**src/sv/udpc_pkg.sv**
```systemverilog
package udpc_pkg;

  localparam int unsigned WordW = 16;
  localparam int unsigned LenW = 16;
  localparam int unsigned SumW = 16;
  localparam int unsigned PosW = 16;
  localparam int unsigned HdrLen = 8;
  localparam int unsigned PhWordsV4 = 6;
  localparam int unsigned PhWordsV6 = 18;
  localparam int unsigned SrcPortOfs = 0;
  localparam int unsigned DstPortOfs = 1;
  localparam int unsigned CksumOfs = 3;

  localparam int unsigned CfgDataW = 32;
  localparam int unsigned CfgAddrW = 3;
  localparam logic CsrChecksumEnable = 1'b0;
  localparam logic ChecksumEnableRst = 1'b1;

  typedef enum logic [2:0] {
    LEN_OK        = 3'd0,
    LEN_TRUNCATED = 3'd1,
    LEN_INVALID   = 3'd2,
    LEN_SHORT     = 3'd3,
    LEN_LONG      = 3'd4
  } len_status_e;

  typedef struct packed {
    logic [WordW-1:0] word;
    logic             first;
    logic             last;
    logic             odd_byte;
    logic             is_ipv6;
    logic             fragmented;
    logic [LenW-1:0]  udp_length;
    logic [LenW-1:0]  captured_len;
  } in_item_t;

  typedef struct packed {
    len_status_e      length_status;
    logic             checksum_bad;
    logic             ipv6_zero_checksum;
    logic [SumW-1:0]  checksum_value;
    logic [WordW-1:0] src_port;
    logic [WordW-1:0] dst_port;
    logic             port_zero;
  } out_item_t;

endpackage

```
**src/sv/udpc_outbuf.sv**
```systemverilog
module udpc_outbuf (
  input  logic                 clk_i,
  input  logic                 rst_ni,
  input  logic                 res_valid_i,
  input  udpc_pkg::out_item_t  res_data_i,
  output logic                 full_o,
  output logic                 out_valid_o,
  input  logic                 out_stall_i,
  output udpc_pkg::out_item_t  out_data_o
);
  import udpc_pkg::*;

  logic      out_valid_q, out_valid_d;
  logic      skid_valid_q, skid_valid_d;
  out_item_t out_data_q, out_data_d;
  out_item_t skid_data_q, skid_data_d;
  logic      out_fire;

  assign out_fire = out_valid_q & ~out_stall_i;

  always_comb begin
    out_valid_d  = out_valid_q;
    out_data_d   = out_data_q;
    skid_valid_d = skid_valid_q;
    skid_data_d  = skid_data_q;
    if (skid_valid_q) begin
      if (out_fire) begin
        out_valid_d  = 1'b1;
        out_data_d   = skid_data_q;
        skid_valid_d = 1'b0;
      end
    end else if (!out_valid_q || out_fire) begin
      out_valid_d = res_valid_i;
      out_data_d  = res_data_i;
    end else if (res_valid_i) begin
      skid_valid_d = 1'b1;
      skid_data_d  = res_data_i;
    end
  end

  always_ff @(posedge clk_i or negedge rst_ni) begin
    if (!rst_ni) begin
      out_valid_q  <= 1'b0;
      skid_valid_q <= 1'b0;
    end else begin
      out_valid_q  <= out_valid_d;
      skid_valid_q <= skid_valid_d;
    end
  end

  always_ff @(posedge clk_i) begin
    out_data_q  <= out_data_d;
    skid_data_q <= skid_data_d;
  end

  assign full_o      = skid_valid_q;
  assign out_valid_o = out_valid_q;
  assign out_data_o  = out_data_q;

endmodule

```
**config.mk**
```make
export PLATFORM = sky130hd
export DESIGN_NAME = udpc_outbuf
export DESIGN_NICKNAME = d
export VERILOG_FILES = /design/src/sv/udpc_pkg.sv /design/src/sv/udpc_outbuf.sv
export SDC_FILE = /design/constraint.sdc
export NUM_CORES = 1
export LEC_CHECK = 0
export ABC_AREA = 1
export BUFFER_PORTS_ARGS = -buffer_cell sky130_fd_sc_hd__buf_2
export CORE_ASPECT_RATIO = 1.4
export CORE_MARGIN = 2
export CORE_UTILIZATION = 39
export DETAILED_ROUTE_END_ITERATION = 16
export PLACE_DENSITY = 0.64
export SLEW_MARGIN = 25
export SYNTH_ARGS = -nofsm -noshare
export SYNTH_HDL_FRONTEND = slang
export SYNTH_SLANG_ARGS = --single-unit
```
**constraint.sdc**
```tcl
create_clock -name clk_i -period 6.83 [get_ports clk_i]
set_clock_uncertainty 0.1 [all_clocks]
set_input_delay 1.366 -clock clk_i [delete_from_list [all_inputs] [get_ports clk_i]]
set_output_delay 1.366 -clock clk_i [all_outputs]
set_load 0.1 [all_outputs]
```
* Word-level counts from Yosys, hierarchy flattened
Cells that the tools add are included.
** Word-level totals
- Bits of input ports :: 58
- Latch bits :: 0
- Memories kept :: 0
- Register bits after elaboration :: 110
- Output and inout port bits :: 56
- Logic and storage cells :: 36
- ROM bits :: 0
- Bits in writable memories :: 0
** Operators by class
- Shift operators :: 0
- Add/subtract/negate cells :: 0
- Eq/ne operators :: 1
- Bitwise operators :: 4
- Div/mod/pow operators :: 0
- $mul :: 0
- Reductions and logical operators :: 5
- Muxes and demuxes :: 10
- $lt $le $gt $ge :: 0
** Operator list (count)
- 2-to-1 mux 54 bit :: 3
- 2-to-1 mux 1 bit :: 7
- inverter 1 bit :: 3
- AND reduction 3 bit :: 1
- != test 2 x 1 -> 1 bit, second input constant :: 1
- AND reduction 2 bit :: 1
- nonzero test 2 bit :: 1
- bitwise AND 1 bit :: 1
- zero test 1 bit :: 1
- logical OR 1 bit :: 1

* Longest topological paths before layout
- Depth after elaboration :: 5
- Mapped depth :: 4
- Gate-level depth less buffers :: 4

* Worst setup path after synthesis
OpenSTA, ideal clock, no wires.
- Kind :: in2reg
- Start point :: in out_stall_i
- End point :: reg out_data_q, in the netlist out_data_o[0] (enable)
- Slack :: 2491 ps
- Library setup time :: 466 ps
- Required time :: 6264 ps
- Data arrival time :: 3773 ps
- Path buffers :: 0
- Stages on the path :: 3
- Cells stage by stage :: nand2_1 > inv_1 > nor2_1
** On the way
- Longest elaborated chain between the ends :: 5
- Elaborated cells between the ends (all ways) :: 6
- Those cells by class :: 1 x eq/ne; 2 x bitwise; 3 x reduce/logical
** Ends and longest elaborated chain
- start, declared :: line udpc_outbuf.sv:8 : input logic out_stall_i,
- inverter 1 bit (*) :: line udpc_outbuf.sv:19 : assign out_fire = out_valid_q & ~out_stall_i;
- bitwise AND 1 bit (*) :: line udpc_outbuf.sv:19
- logical OR 1 bit :: line udpc_outbuf.sv:32 : end else if (!out_valid_q || out_fire) begin
- nonzero test 2 bit (no source line)
- AND reduction 2 bit (no source line) (*)
- end signal, assigned :: line udpc_outbuf.sv:52 : out_data_q <= out_data_d;
- end, declared :: line udpc_outbuf.sv:15 : out_item_t out_data_q, out_data_d;
Every way passes the cells marked *; elsewhere a longest branch is shown, timed or not.
A chain may end at the register's enable or synchronous reset.

* Worst setup path after layout
- Start point :: reg skid_valid_q (netlist: full_o)
- End point :: out full_o
** RTL lines
- start, declared :: line udpc_outbuf.sv:14 : logic skid_valid_q, skid_valid_d;
- start signal, assigned :: line udpc_outbuf.sv:47 : skid_valid_q <= skid_valid_d;
- end, declared :: line udpc_outbuf.sv:6 : output logic full_o,
No word-level cell between the ends.

==> impl_results.md <==
- Fill cells: 890
- Clock sink count: between 100 and 150
- Worst-Margin Slew: 0.891 ns
- TritonCTS clock tree: done
- DR DRC count: 0
- RSZ-0062 raised after global routing: no
- Synth cell types: 10
- Max Fclk: between 0.3 and 0.4 GHz
- Worst EP required: 5.36 ns
- Post-synth top cells: nand2_1, edfxtp_1, buf_2
- Net Count, Synth: 356
- Worst-Skew Late Latency: ~0.33 ns
- Routed Antenna Nets: 0
- CTS root buf: clkbuf_16
- Drt pass-1 iters: 6
- First-pass GRT wire length: 11.6 mm
- Post-DP HPWL: 4.47 mm
- Port buffer count: 113
- Bufs and invs on worst path: 1
- Routed len/inst: 12.8 um
- Layout Nets: between 400 and 500
- Min-Delay Path Class: reg2reg
- Gate Count Post-Synth: 298
- Rows: 43
- Die Ht: 124 um
- P&R area growth vs syn: 24.0%
- Global-route met3 utilization: 3.63%
- Antenna violations before repair: 0
- Clk pin slew, worst setup/hold paths: approximately 0.070 ns
- Outcome: complete, no violations
- M2 GR Usage: 20.1%
- Top cell type by total area after synthesis: edfxtp_1
- Number of global-route vias before repair: between 2k and 2.5k
- Initial core utilization: 40.3%
- Critical path class: reg2out
- Via count: 2389
- Crit path cell chain: buf_2
- Layout cell share with drive strength beyond 1: 31.9%
- Overall Global Routing Usage: 13.2%
- CP Data Arrival Time: 1.70 ns
- Crit Path Max Fanout: slightly below 60
- Area of the core: 10000 um^2
- Cell Area, Synth: 4040 um^2
- Final Hold Fails: 0
- Total CTS buffers: 9
- Top cells by area, synth: edfxtp_1, nand2_1, dfrtp_1
- Max-Cap Viols: 0
- Crit-path leading delay family: flip-flops
- Synth Flop Type: edfxtp_1
- Max Root-Sink Buffers: 2
- Layer with the highest usage: met2
- Crit path launch type: flop
- GP Congestion: 0.739
- Number of synthesized flops with an enable pin: 108
- Tmin final: 3.17 ns
- Fin crit share: a little under half
- DRT Wirelength: 7.06 mm
- Die area: 11200 um^2
- Post-Syn Area per Cell: 13.5 um^2
- DIE WIDTH: 90.0 um
- CP max stage cell: dfrtp_4
- Count leader, synth: nand2_1
- Met1 Track Usage GR: 17.4%
- Top Ports: 114
- Relative slew slack: 40.5%
- Initial detailed-routing violation count: roughly 100
- Fin. max-slew vios: 0
- Slowest stage delay, CP: 0.83 ns
- ANT cells: 0
- Synth warn: 0
- #FFs+latches synth: 110
- CTS Hold Bufs: 0
- Post-synth top area share: 80.4%
- Setup-failing EPs final: 0
- Endpoint class of the critical path: output port
- Vias per inst: 4.33
- H-tree level count: 3
- Post-synthesis sequential area ratio: roughly four fifths
- Total gr overflow: 0
- Async SR Flop Fraction: between 1.5 and 2%
- Largest net degree at the start of global routing: 60
- Post-CTS Setup Inserts: 0
- Post-cts sizing count: 0
- TNS Setup: 0 ns
layer usage:
| metal | share of wire (%) | routed length, um | vias to the layer above |
|---|---|---|---|
| li1 | - | - | 1225 |
| met1 | 45 | 3160 | 1067 |
| met2 | 47 | 3310 | 86 |
| met3 | 6.5 | 458 | 11 |
| met4 | 1.9 | 133 | 0 |
| met5 | 0 | 0 | - |
sequential cells by signal (all words and copies together) (netlist names):
register and flops:
out_data_o 54, out_valid_o 1, skid_data_q 54, full_o 1
worst reg2reg max path, delay by kind of cell (launching register included):
kind,cells,cell delay [ns]
buffers and inverters,2,1.32
and+or+nand+nor,2,0.35
DFF,1,0.73
area by class of cell:
class | instances | area, um^2 | share of cell area [%]
Inverter | 5 | 20.0 | 0.400
Clock inverter | 6 | 62.6 | 1.25
Multi-Input combinational cell | 172 | 654 | 13.1
Timing Repair Buffer | 114 | 573 | 11.5
Tap cell | 135 | 169 | 3.38
Sequential cell | 110 | 3300 | 65.9
Clock buffer | 10 | 229 | 4.58
layout by cell type, fill, tap and decap left out, drive strengths merged:
master and n:
dfrtp 2, nand2 167, clkbuf 10, clkinv 3, inv 4, a21oi 1, buf 114, nor2 4
clkinvlp 3, bufinv 1, edfxtp 108
path summary, 6_finish.rpt:
path / cells past startpoint / to / slack (ns) / start
max: 1 / full_o / 3.66 / full_o
min: 2 / out_data_o[25] / 0.42 / skid_data_q[25]
max reg2reg: 4 / out_data_o[24] / 3.96 / full_o
min reg2reg: 2 / out_data_o[25] / 0.42 / skid_data_q[25]
max in group asynchronous: 1 / full_o / 5.82 / rst_ni
min in group asynchronous: 1 / full_o / 0.70 / rst_ni
kinds of logic after synthesis:
logic type / synth area share (%)
compound gates: 0.124
buf+inv: 2.36
flops: 81.6
simple gates: 15.9
per-stage QoR:
step / instance area (um^2) / hold slack (ns) / setup WS [ns] / std cells / utilization (%)
floorplan: 4040 / 0.391 / 2.49 / 298 / -
global placement: 4710 / 0.397 / 3.78 / 536 / 47.1
detailed placement: 4710 / 0.402 / 3.74 / 536 / 47.1
CTS: 5000 / 0.418 / 3.38 / 552 / 50.0
global route: 5000 / 0.441 / 3.57 / 552 / 50.0
finish: 5000 / 0.419 / 3.66 / 552 / 50.0
Power is left out: the tool's default activity adds up to more than one toggle a clock period on the data nets, which glitch-free logic cannot reach.
